===== src/rtl/cdd_pkg.sv =====
// Shared types, constants and the band classifier of the card detect decoder.
package cdd_pkg;

	localparam int SAMPLE_W        = 10;
	localparam int SUM_W           = 12;
	localparam int IDX_W           = 2;
	localparam int COUNT_W         = 4;
	localparam int CODE_W          = 4;
	localparam int CFG_IDX_W       = 2;
	localparam int CFG_DATA_W      = 10;
	localparam int AVG_SAMPLES_DEF = 4;
	localparam int NUM_BANDS       = 8;

	localparam logic [SAMPLE_W-1:0] PRESENT_RESET = 10'd300;
	localparam logic [SAMPLE_W-1:0] ABSENT_RESET  = 10'd700;
	localparam logic [COUNT_W-1:0]  CONFIRM_RESET = 4'd5;

	localparam logic [CFG_IDX_W-1:0] REG_PRESENT = 2'd0;
	localparam logic [CFG_IDX_W-1:0] REG_ABSENT  = 2'd1;
	localparam logic [CFG_IDX_W-1:0] REG_CONFIRM = 2'd2;

	localparam logic EV_INSERT = 1'b0;
	localparam logic EV_REMOVE = 1'b1;

	localparam logic [CODE_W-1:0] CODE_NONE = 4'd0;

	// Upper bounds of the resistor bands, lowest band first.
	localparam logic [SAMPLE_W-1:0] BAND_LIMIT [NUM_BANDS] = '{
		10'd138, 10'd256, 10'd420, 10'd608, 10'd765, 10'd877, 10'd953, 10'd995
	};

	typedef enum logic {
		PH_WAIT,
		PH_CARD
	} phase_t;

	typedef struct packed {
		logic [SAMPLE_W-1:0] light_sample;
		logic [SAMPLE_W-1:0] card_sample;
	} in_item_t;

	typedef struct packed {
		logic                event_kind;
		logic [CODE_W-1:0]   card_code;
		logic [SAMPLE_W-1:0] card_average;
		logic [SAMPLE_W-1:0] light_average;
	} out_item_t;

	typedef struct packed {
		logic [SAMPLE_W-1:0] light_avg;
		logic [SAMPLE_W-1:0] card_avg;
	} avg_t;

	typedef struct packed {
		logic [SAMPLE_W-1:0] present_threshold;
		logic [SAMPLE_W-1:0] absent_threshold;
		logic [COUNT_W-1:0]  confirm_count;
	} cfg_t;

	// Lowest band whose limit lies above the average; code zero above all bands.
	function automatic logic [CODE_W-1:0] band_of(input logic [SAMPLE_W-1:0] avg);
		logic [CODE_W-1:0] code;
		code = CODE_NONE;
		for (int k = NUM_BANDS - 1; k >= 0; k--) begin
			if (avg < BAND_LIMIT[k]) begin
				code = CODE_W'(k + 1);
			end
		end
		return code;
	endfunction

endpackage


===== src/rtl/cdd_avg.sv =====
// Sample accumulator and window averager of the card detect decoder.
module cdd_avg
	import cdd_pkg::*;
#(
	parameter int AVG_SAMPLES = AVG_SAMPLES_DEF
) (
	input  logic     clk,
	input  logic     arst_n,
	input  logic     in_valid,
	output logic     in_stall,
	input  in_item_t in_item,
	input  logic     s1_ready,
	output logic     s1_valid,
	output avg_t     s1_avg
);

	// Division by the window length as a multiply by a rounded-up reciprocal.
	// The sum never exceeds four full-scale samples, so the result is exact.
	localparam int RECIP_SH = 13;
	localparam int RECIP_W  = RECIP_SH + 1;
	localparam logic [RECIP_W-1:0] RECIP =
		RECIP_W'((2 ** RECIP_SH + AVG_SAMPLES - 1) / AVG_SAMPLES);
	localparam int PROD_W = SUM_W + RECIP_W;
	localparam logic [IDX_W-1:0] LAST_IDX = IDX_W'(AVG_SAMPLES - 1);

	logic [SUM_W-1:0]  light_sum_q, card_sum_q;
	logic [SUM_W-1:0]  light_next, card_next;
	logic [IDX_W-1:0]  idx_q;
	logic [PROD_W-1:0] light_prod, card_prod;
	logic              s1_valid_s1;
	avg_t              avg_s1;
	logic              accept, last;

	assign in_stall = s1_valid_s1 && !s1_ready;
	assign accept   = in_valid && !in_stall;
	assign last     = (idx_q == LAST_IDX);

	assign light_next = light_sum_q + SUM_W'(in_item.light_sample);
	assign card_next  = card_sum_q + SUM_W'(in_item.card_sample);
	assign light_prod = PROD_W'(light_next) * PROD_W'(RECIP);
	assign card_prod  = PROD_W'(card_next) * PROD_W'(RECIP);

	always_ff @(posedge clk or negedge arst_n) begin
		if (!arst_n) begin
			light_sum_q <= '0;
			card_sum_q  <= '0;
			idx_q       <= '0;
			s1_valid_s1 <= 1'b0;
		end else begin
			if (s1_ready) begin
				s1_valid_s1 <= 1'b0;
			end
			if (accept) begin
				if (last) begin
					light_sum_q <= '0;
					card_sum_q  <= '0;
					idx_q       <= '0;
					s1_valid_s1 <= 1'b1;
				end else begin
					light_sum_q <= light_next;
					card_sum_q  <= card_next;
					idx_q       <= idx_q + IDX_W'(1);
				end
			end
		end
	end

	always_ff @(posedge clk) begin
		if (accept && last) begin
			avg_s1.light_avg <= light_prod[RECIP_SH +: SAMPLE_W];
			avg_s1.card_avg  <= card_prod[RECIP_SH +: SAMPLE_W];
		end
	end

	assign s1_valid = s1_valid_s1;
	assign s1_avg   = avg_s1;

	a_idx_range: assert property (@(posedge clk) disable iff (!arst_n)
		idx_q <= LAST_IDX)
		else $error("sample index ran past the window");

	a_window_clears: assert property (@(posedge clk) disable iff (!arst_n)
		(accept && last) |=> (idx_q == '0 && light_sum_q == '0 && card_sum_q == '0
			&& s1_valid_s1))
		else $error("window close did not clear sums and post an average");

endmodule


===== src/rtl/cdd_debounce.sv =====
// Debounce phase machine, band classifier and event register of the card decoder.
module cdd_debounce
	import cdd_pkg::*;
(
	input  logic      clk,
	input  logic      arst_n,
	input  cfg_t      cfg,
	input  logic      s1_valid,
	input  avg_t      s1_avg,
	output logic      s1_ready,
	output logic      out_valid,
	input  logic      out_stall,
	output out_item_t out_item
);

	phase_t               phase_q, phase_d;
	logic [COUNT_W-1:0]   count_q, count_d;
	logic [COUNT_W:0]     count_inc;
	logic                 qualify, fire, take;
	logic                 out_valid_q;
	out_item_t            item_q, item_d;

	assign s1_ready = !out_valid_q || !out_stall;
	assign take     = s1_valid && s1_ready;

	always_ff @(posedge clk or negedge arst_n) begin
		if (!arst_n) begin
			phase_q <= PH_WAIT;
			count_q <= '0;
		end else if (take) begin
			phase_q <= phase_d;
			count_q <= count_d;
		end
	end

	always_comb begin
		count_inc = {1'b0, count_q} + (COUNT_W + 1)'(1);
		phase_d   = phase_q;
		count_d   = count_q;
		item_d    = '0;
		unique case (phase_q)
			PH_WAIT: qualify = s1_avg.light_avg < cfg.present_threshold;
			PH_CARD: qualify = s1_avg.light_avg > cfg.absent_threshold;
			default: qualify = 1'b0;
		endcase
		fire = qualify && (count_inc >= {1'b0, cfg.confirm_count});
		item_d.card_average  = s1_avg.card_avg;
		item_d.light_average = s1_avg.light_avg;
		if (phase_q == PH_WAIT) begin
			item_d.event_kind = EV_INSERT;
			item_d.card_code  = band_of(s1_avg.card_avg);
		end else begin
			item_d.event_kind = EV_REMOVE;
			item_d.card_code  = CODE_NONE;
		end
		if (!qualify) begin
			count_d = '0;
		end else if (fire) begin
			count_d = '0;
			phase_d = (phase_q == PH_WAIT) ? PH_CARD : PH_WAIT;
		end else begin
			count_d = count_inc[COUNT_W-1:0];
		end
	end

	always_ff @(posedge clk or negedge arst_n) begin
		if (!arst_n) begin
			out_valid_q <= 1'b0;
		end else begin
			if (s1_ready) begin
				out_valid_q <= 1'b0;
			end
			if (take && fire) begin
				out_valid_q <= 1'b1;
			end
		end
	end

	always_ff @(posedge clk) begin
		if (take && fire) begin
			item_q <= item_d;
		end
	end

	assign out_valid = out_valid_q;
	assign out_item  = item_q;

	a_fire_flips: assert property (@(posedge clk) disable iff (!arst_n)
		(take && fire) |=> (count_q == '0 && phase_q != $past(phase_q)))
		else $error("confirmed average did not flip the phase");

	a_kind_matches_phase: assert property (@(posedge clk) disable iff (!arst_n)
		(take && fire) |=> (out_item.event_kind == ((phase_q == PH_WAIT) ?
			EV_REMOVE : EV_INSERT)))
		else $error("event kind disagrees with the new phase");

	a_removal_code: assert property (@(posedge clk) disable iff (!arst_n)
		(out_valid && out_item.event_kind == EV_REMOVE) |-> out_item.card_code == CODE_NONE)
		else $error("removal event carries a band code");

endmodule


===== src/rtl/card_detect_debounce_band_decoder.sv =====
// Top level of the card detect decoder: configuration registers and the two stages.
// An item that closes an averaging window has its averages registered in stage one and,
// if it confirms a phase change, its event registered in stage two; the other items give
// no result. Throughput is one item per cycle while the input is not stalled.
// Reset (arst_n, asynchronous, active low) clears the sums, the window index, the
// debounce count and phase, both valid flags, and loads the configuration defaults.
module card_detect_debounce_band_decoder
	import cdd_pkg::*;
#(
	parameter int AVG_SAMPLES = AVG_SAMPLES_DEF
) (
	input  logic                  clk,
	input  logic                  arst_n,
	input  logic                  cfg_we,
	input  logic [CFG_IDX_W-1:0]  cfg_index,
	input  logic [CFG_DATA_W-1:0] cfg_data,
	input  logic                  in_valid,
	output logic                  in_stall,
	input  in_item_t              in_item,
	output logic                  out_valid,
	input  logic                  out_stall,
	output out_item_t             out_item
);

	// Configuration registers. Writes to the unused index are dropped, and each
	// register keeps the low bits of the written value.
	cfg_t cfg_q;

	always_ff @(posedge clk or negedge arst_n) begin
		if (!arst_n) begin
			cfg_q.present_threshold <= PRESENT_RESET;
			cfg_q.absent_threshold  <= ABSENT_RESET;
			cfg_q.confirm_count     <= CONFIRM_RESET;
		end else if (cfg_we) begin
			unique case (cfg_index)
				REG_PRESENT: cfg_q.present_threshold <= cfg_data[SAMPLE_W-1:0];
				REG_ABSENT:  cfg_q.absent_threshold  <= cfg_data[SAMPLE_W-1:0];
				REG_CONFIRM: cfg_q.confirm_count     <= cfg_data[COUNT_W-1:0];
				default: ;
			endcase
		end
	end

	// Stage one sums the samples and posts one average pair per window. Stage two
	// steps the debounce machine and holds the event until it is taken. Each stage
	// has its own valid flag, so a waiting event does not block the accumulator
	// while the average register is free.
	logic s1_valid, s1_ready;
	avg_t s1_avg;

	cdd_avg #(
		.AVG_SAMPLES(AVG_SAMPLES)
	) u_avg (
		.clk      (clk),
		.arst_n   (arst_n),
		.in_valid (in_valid),
		.in_stall (in_stall),
		.in_item  (in_item),
		.s1_ready (s1_ready),
		.s1_valid (s1_valid),
		.s1_avg   (s1_avg)
	);

	cdd_debounce u_debounce (
		.clk       (clk),
		.arst_n    (arst_n),
		.cfg       (cfg_q),
		.s1_valid  (s1_valid),
		.s1_avg    (s1_avg),
		.s1_ready  (s1_ready),
		.out_valid (out_valid),
		.out_stall (out_stall),
		.out_item  (out_item)
	);

endmodule


===== config.mk =====
export PLATFORM = sky130hd
export DESIGN_NAME = card_detect_debounce_band_decoder
export DESIGN_NICKNAME = d
export VERILOG_FILES = /design/src/rtl/cdd_pkg.sv /design/src/rtl/cdd_avg.sv /design/src/rtl/cdd_debounce.sv /design/src/rtl/card_detect_debounce_band_decoder.sv
export SDC_FILE = /design/constraint.sdc
export NUM_CORES = 1
export LEC_CHECK = 0
export ABC_AREA = 0
export BUFFER_PORTS_ARGS = -buffer_cell sky130_fd_sc_hd__buf_2
export CAP_MARGIN = 0
export CORE_AREA = 2 2 140 88
export DETAILED_ROUTE_END_ITERATION = 10
export DIE_AREA = 0 0 142 90
export GPL_ROUTABILITY_DRIVEN = 0
export PLACE_DENSITY = 0.81
export SLEW_MARGIN = 20
export SYNTH_ARGS = -nofsm -noshare
export SYNTH_HDL_FRONTEND = slang
export SYNTH_HIERARCHICAL = 1
export SYNTH_SLANG_ARGS = --single-unit

===== constraint.sdc =====
create_clock -name clk -period 2.6 [get_ports clk]
set_input_delay 0.26 -clock clk [delete_from_list [all_inputs] [get_ports clk]]
set_output_delay 0.26 -clock clk [all_outputs]
set_load 0.05 [all_outputs]

Word level (Yosys, flattened, before mapping). Cells that the tools add are included.

Register bits after elaboration: 102. Bits in latches: 0. Memory bits (writable): 0. Bits in read-only memories: 0. Input bits: 37. Logic and storage cells: 79. Memories kept: 0.

$add $sub $neg: 4. Multipliers: 0. Div/mod/pow operators: 0. Order comparisons: 11. Eq/ne operators: 3. Shift-type cells: 0. Muxes and demuxes: 21. Bitwise gates (word level): 1. Reduce and logical (&&, ||, !) cells: 20.

Operators by type and width (number): less-than comparator 10 bit, second input constant (5); 2-to-1 mux 4 bit (10); adder 12 x 10 -> 12 bit (2); 2-to-1 mux 12 bit (2); less-than comparator 10 x 9 -> 1 bit, second input constant (2); greater-than comparator 10 bit (1); less-than comparator 10 bit (1); less-than comparator 10 x 8 -> 1 bit, second input constant (1); OR reduction 8 bit (1); logical AND 1 bit (6); 2-to-1 mux 1 bit (6); AND reduction 2 bit (3); adder 4 x 1 -> 5 bit, second input constant (1); greater-or-equal comparator 5 x 4 -> 1 bit (1); 2-to-1 mux 5 bit (1); == test 2 bit, second input constant (2); zero test 1 bit (4); OR reduction 4 bit (1); AND reduction 3 bit (1); adder 2 x 1 -> 2 bit, second input constant (1); == test 2 x 1 -> 1 bit, second input constant (1); zero test 2 bit (1); 2-to-1 mux 2 bit (1); case mux 1 bit (2 select lines) (1); 4 further kinds (4).

Depth between registers and ports, before layout.
Word-level depth: 10. Gate-level depth with buffers: 8.

Hierarchy. Netlist, hierarchy kept.

By module, submodules not included: cdd_avg (times used 1, cells an instance 263, area an instance 2727.6 um2, sequential area each 1276.2 um2); cdd_debounce (times used 1, cells an instance 178, area an instance 1911.8 um2, sequential area each 900.9 um2); card_detect_debounce_band_decoder (times used 1, cells an instance 53, area an instance 973.4 um2, sequential area each 615.6 um2).

Least setup slack after synthesis. No wires, ideal clock.

Path kind: flip-flop to flip-flop. From: register u_debounce.out_valid_q (netlist: u_debounce/out_valid). To: register u_avg.avg_s1 (netlist bit u_avg/s1_avg[0]) (enable). Setup time: 397 ps. Data arrival time: 2207 ps. Required time: 2203 ps. Setup slack: -4 ps. Cell stages (with the launch flop): 7. Clock period less this slack: 2604 ps. Path through: dfrtp_1 nand2_2 nand2b_1 nand2_1 buf_2 buf_1 nor2_1.

Longest elaborated chain between the ends: 7.

RTL lines: start, declared (RTL line cdd_debounce.sv:20) `logic out_valid_q;`; start signal, assigned (RTL line cdd_debounce.sv:68) `out_valid_q <= 1'b0;`; start signal, assigned (RTL line cdd_debounce.sv:71) `out_valid_q <= 1'b0;`; start signal, assigned (RTL line cdd_debounce.sv:74) `out_valid_q <= 1'b1;`; zero test 1 bit (RTL line cdd_debounce.sv:23) `assign s1_ready = !out_valid_q || !out_stall;`; logical OR 1 bit (RTL line cdd_debounce.sv:23); net s1_ready (RTL line card_detect_debounce_band_decoder.sv:48) `logic s1_valid, s1_ready;`; zero test 1 bit (RTL line cdd_avg.sv:34) `assign in_stall = s1_valid_s1 && !s1_ready;`; logical AND 1 bit (RTL line cdd_avg.sv:34); zero test 1 bit (RTL line cdd_avg.sv:35) `assign accept = in_valid && !in_stall;`; logical AND 1 bit (RTL line cdd_avg.sv:35); logical AND 1 bit (RTL line cdd_avg.sv:69) `if (accept && last) begin`; end, declared (RTL line cdd_avg.sv:31) `avg_t avg_s1;`.

The timed path passes the listed nets, and every way through them passes these cells. A chain may end at the register's enable or synchronous reset.

Final worst setup path.
From: register u_debounce.count_q[0]. To: register u_debounce.item_q (netlist bit u_debounce/out_item[19]) (enable).

Longest elaborated chain between the ends: 4.

RTL lines: start, declared (RTL line cdd_debounce.sv:17) `logic [COUNT_W-1:0] count_q, count_d;`; start signal, assigned (RTL line cdd_debounce.sv:32) `count_q <= count_d;`; adder 4 x 1 -> 5 bit (RTL line cdd_debounce.sv:37) `count_inc = {1'b0, count_q} + (COUNT_W + 1)'(1);`; greater-or-equal comparator 5 x 4 -> 1 bit (RTL line cdd_debounce.sv:46) `fire = qualify && (count_inc >= {1'b0, cfg.confirm_count});`; logical AND 1 bit (RTL line cdd_debounce.sv:46); logical AND 1 bit (RTL line cdd_debounce.sv:80) `if (take && fire) begin`; end signal, assigned (RTL line cdd_debounce.sv:81) `item_q <= item_d;`; end, declared (RTL line cdd_debounce.sv:21) `out_item_t item_q, item_d;`.

No other way between the ends.

==> summary.md <==
| Metric | Value |
|---|---|
| Outcome | completed |
| DRC Markers | 0 |
| Ys async rst share | a little under three fifths |
| Vias in the first global route | between 4000 and 5000 |
| Synth top area share | about a quarter |
| Int Pwr | roughly 4.1 mW |
| R2R Setup Slk | between 0.1 and 0.15 ns |
| Commonest cells post-synth | nand2_1 (52), dfrtp_1 (45), edfxtp_1 (45), ha_1 (45), inv_1 (40) |
| Top_reg_cell synth | edfxtp_1 |
| Largest area contributor in the netlist | edfxtp_1 |
| Starting density of the core | about half |
| Largest net degree at the start of global routing | 33 |
| First-pass GRT wire length | around 21000 um |
| Syn_nets | 578 |
| RSZ-0062 raised after global routing | yes |
| Worst r2r dst | u_debounce/out_item[19] |
| Die area | ~13000 um2 |
| Lkg Pwr | slightly below 3 nW |
| Gr ovfl total | 0 |
| Gate power share | slightly below 40% |
| Via count | between 4000 and 5000 |
| Vias per inst | slightly below 6 |
| Rows | 31 |
| Post-route cell area | between 6000 and 7000 um2 |
| Worst reg-to-reg path cell count | 9 |
| Nets | about 650 |
| Worst Setup SP | u_debounce/count_q[0] |
| CP endpoint kind | flop |
| Register share of total power | around two fifths |
| Worst-Margin Slew | 0.831 ns |
| Die W | roughly 140 um |
| Routed WL | 12700 um |
| CP Data Arrival Time | between 2 and 3 ns |
| Clock slew at reported path FFs | 0.07 ns |
| Antenna Cells | 0 |
| Skew-Pair Late Insertion Delay | approximately 0.34 ns |
| Antenna-violating nets left | 0 |
| Netlist cell types | slightly below 70 |
| EDFF count, synth | 45 |
| Setup Viol. Count Final | 0 |
| Maximum fanout along the worst path | 15 |
| Max-Cap Viols | 0 |
| H-tree levels | 3 |
| DIE HEIGHT | 90 um |
| Max IR drop VDD | 487 uV |
| Worst setup path class | reg -> reg |
| Post-CTS Setup Inserts | 0 |
| Layout cells sized above 1 | 26.0% |
| CP required | roughly 2.6 ns |
| Peak Freq | between 400 and 500 MHz |
| Mapped Area | roughly 5600 um2 |
| Area contributors post-synth | edfxtp_1 (24%), dfrtp_1 (20%), ha_1 (10%) |
| TritonCTS clock tree | yes |
| Clock skew | between 0.009 and 0.01 ns |
| Count of final hold-check violations | 0 |
| Clock tree buffer depth | 2 |
| Detailed Place HPWL | roughly 9700 um |
| Slew margin rel. | 44.4% |
| Final min period | between 2 and 2.5 ns |
| Yosys reg bits | slightly above 100 |
| Sw frac | 36.4% |
| Setup crit end | u_debounce/out_item[19] |
| Total CTS buffers | 9 |
| Core area | 11600 um2 |
| Area grow syn2layout | 15.1% |
| Switch Pwr | around 2.4 mW |
| Synth Warn # | 6 |
| Drt first pass iters | 5 |
| I/O Buffers | 63 |
| Avg Inst Size Synth | approximately 11 um2 |
| Clock share of power | a little under a quarter |
| Slew Viols, Final | 0 |
| Min-Delay Path Class | in -> reg |
| Sequential fraction of the synthesis area | 49.8% |
| Final Cycle Share | a little over nine tenths |
| Crit start category | flop |
| Clk sinks | ~100 |
| Initial antenna violation count | 0 |
| Cells after Synth | between 400 and 500 |
| Worst hold slack | 0.161 ns |
| PD cells | approximately 1000 nW/um2 |
| Placed cell area | between 6000 and 7000 um2 |
| Root Buffer | clkbuf_16 |
| Initial DRC Count | 300 |
| Tot GR Track Use | about a fifth |
| Most frequent cell after synthesis | nand2_1 |
| Wirelength per Cell | between 15 and 20 um |
| Top Ports | 64 |
| R2R Path Start | u_debounce/count_q[0] |
==> flip-flops by register name, summed over array words and instances (netlist names) <==
signal,count
u_debounce/out_valid,1
u_debounce/phase_q,1
u_avg/s1_valid,1
cfg_q,24
u_avg/s1_avg,20
u_debounce/out_item,25
u_debounce/count_q,4
u_avg/idx_q,2
u_avg/light_sum_q,12
u_avg/card_sum_q,12
==> cell usage in the layout (no fill, tap or decap), types with 4 or more instances in the layout <==
cell        n
a211oi_1    5
a21o_1      7
a21oi_1    26
a22o_1      8
a31o_2      4
and2_1      4
and3_1      5
buf_2      63
buf_4       6
clkbuf_16  10
dfrtp_1    45
dfstp_2    12
edfxtp_1   45
ha_1       45
inv_1      40
mux2_2     14
mux2_4     10
nand2_1    52
nand2b_1    6
nand3_1    14
nand4_1     4
nor2_1     26
nor2b_1     5
nor3_1      5
o21a_1      4
o21ai_0    14
o31ai_1     4
xnor2_1    14
xor2_1      4
==> critical path, stage by stage, from the launching register on <==
cell and delay, ns:
dfrtp_1 0.46, ha_1 0.26, xnor2_1 0.21, inv_1 0.09, ha_1 0.28, o21a_1 0.15
a21o_1 0.20, o211ai_2 0.15, nand2_1 0.17, buf_6 0.20
==> power by group through the flow <==
stage / Clock [mW] / Combinational (mW) / Sequential, mW
6_report: 1.48 / 2.53 / 2.51
5_1_grt: 1.58 / 2.81 / 2.55
4_1_cts: 1.50 / 2.50 / 2.50
3_5_place_dp: 0 / 2.48 / 2.53
3_3_place_gp: 0 / 2.33 / 2.50
2_1_floorplan: 0 / 1.89 / 2.47
==> routing by layer <==
metal	GRT usage (%)	vias to the layer above	share of wire, %
met5	0	-	0
met4	5.83	0	1.2
met3	4.05	18	5.0
met2	32.3	138	47
met1	29.8	2049	47
li1	-	1943	-
==> stage by stage <==
step	worst slack (ns)	TNS (ns)	power [mW]	std cells	utilization, %
6_report	0.125	0	6.51	718	55.7
5_1_grt	-0.00470	-0.0262	6.94	718	55.7
4_1_cts	0.141	0	6.50	718	55.6
3_5_place_dp	0.156	0	5.00	701	52.7
3_3_place_gp	0.279	0	4.82	701	52.7
2_1_floorplan	0.0294	0	4.35	494	-
==> cell type report <==
| type | instances | area, um2 |
|---|---|---|
| clock buffers | 12 | 278 |
| flip-flops and latches | 102 | 2790 |
| repair buffers | 72 | 393 |
| inverters | 41 | 154 |
| well taps | 148 | 185 |
| multi-input cells | 339 | 2600 |
| clock inverters | 4 | 58.8 |
| fillers | 956 | 5140 |
==> worst min path at each step <==
stage,startpoint,cells after the start,end,slack (ns)
CTS,cfg_data[9],2,cfg_q[13],0.15
detailed placement,arst_n,1,cfg_q[20],0.34
finish,cfg_data[8],2,cfg_q[12],0.16
floorplan,arst_n,0,cfg_q[10],-0.04
global route,cfg_data[9],2,cfg_q[13],0.15
global placement,arst_n,1,cfg_q[21],0.33
==> what timing repair did <==
action | in CTS | in global routing
hold buffers | 1 | 0
setup endpoints to repair | 0 | 15
gates resized for setup | 0 | 2
hold endpoints to repair | 18 | 0
==> kinds of logic (layout without fill, tap and decap cells) <==
family	Yosys count	count (layout)	synth area share [%]
buffers and inverters	53	129	3.97
AO/OA/AOI/OAI	116	116	15.7
XOR/XNOR	18	18	2.81
adder cells (fa/ha/maj)	47	47	10.7
multiplexers	24	24	5.48
flip-flops	102	102	49.8
AND/OR/NAND/NOR	134	134	11.6
Note: power is estimated with default switching activity, not from simulation.
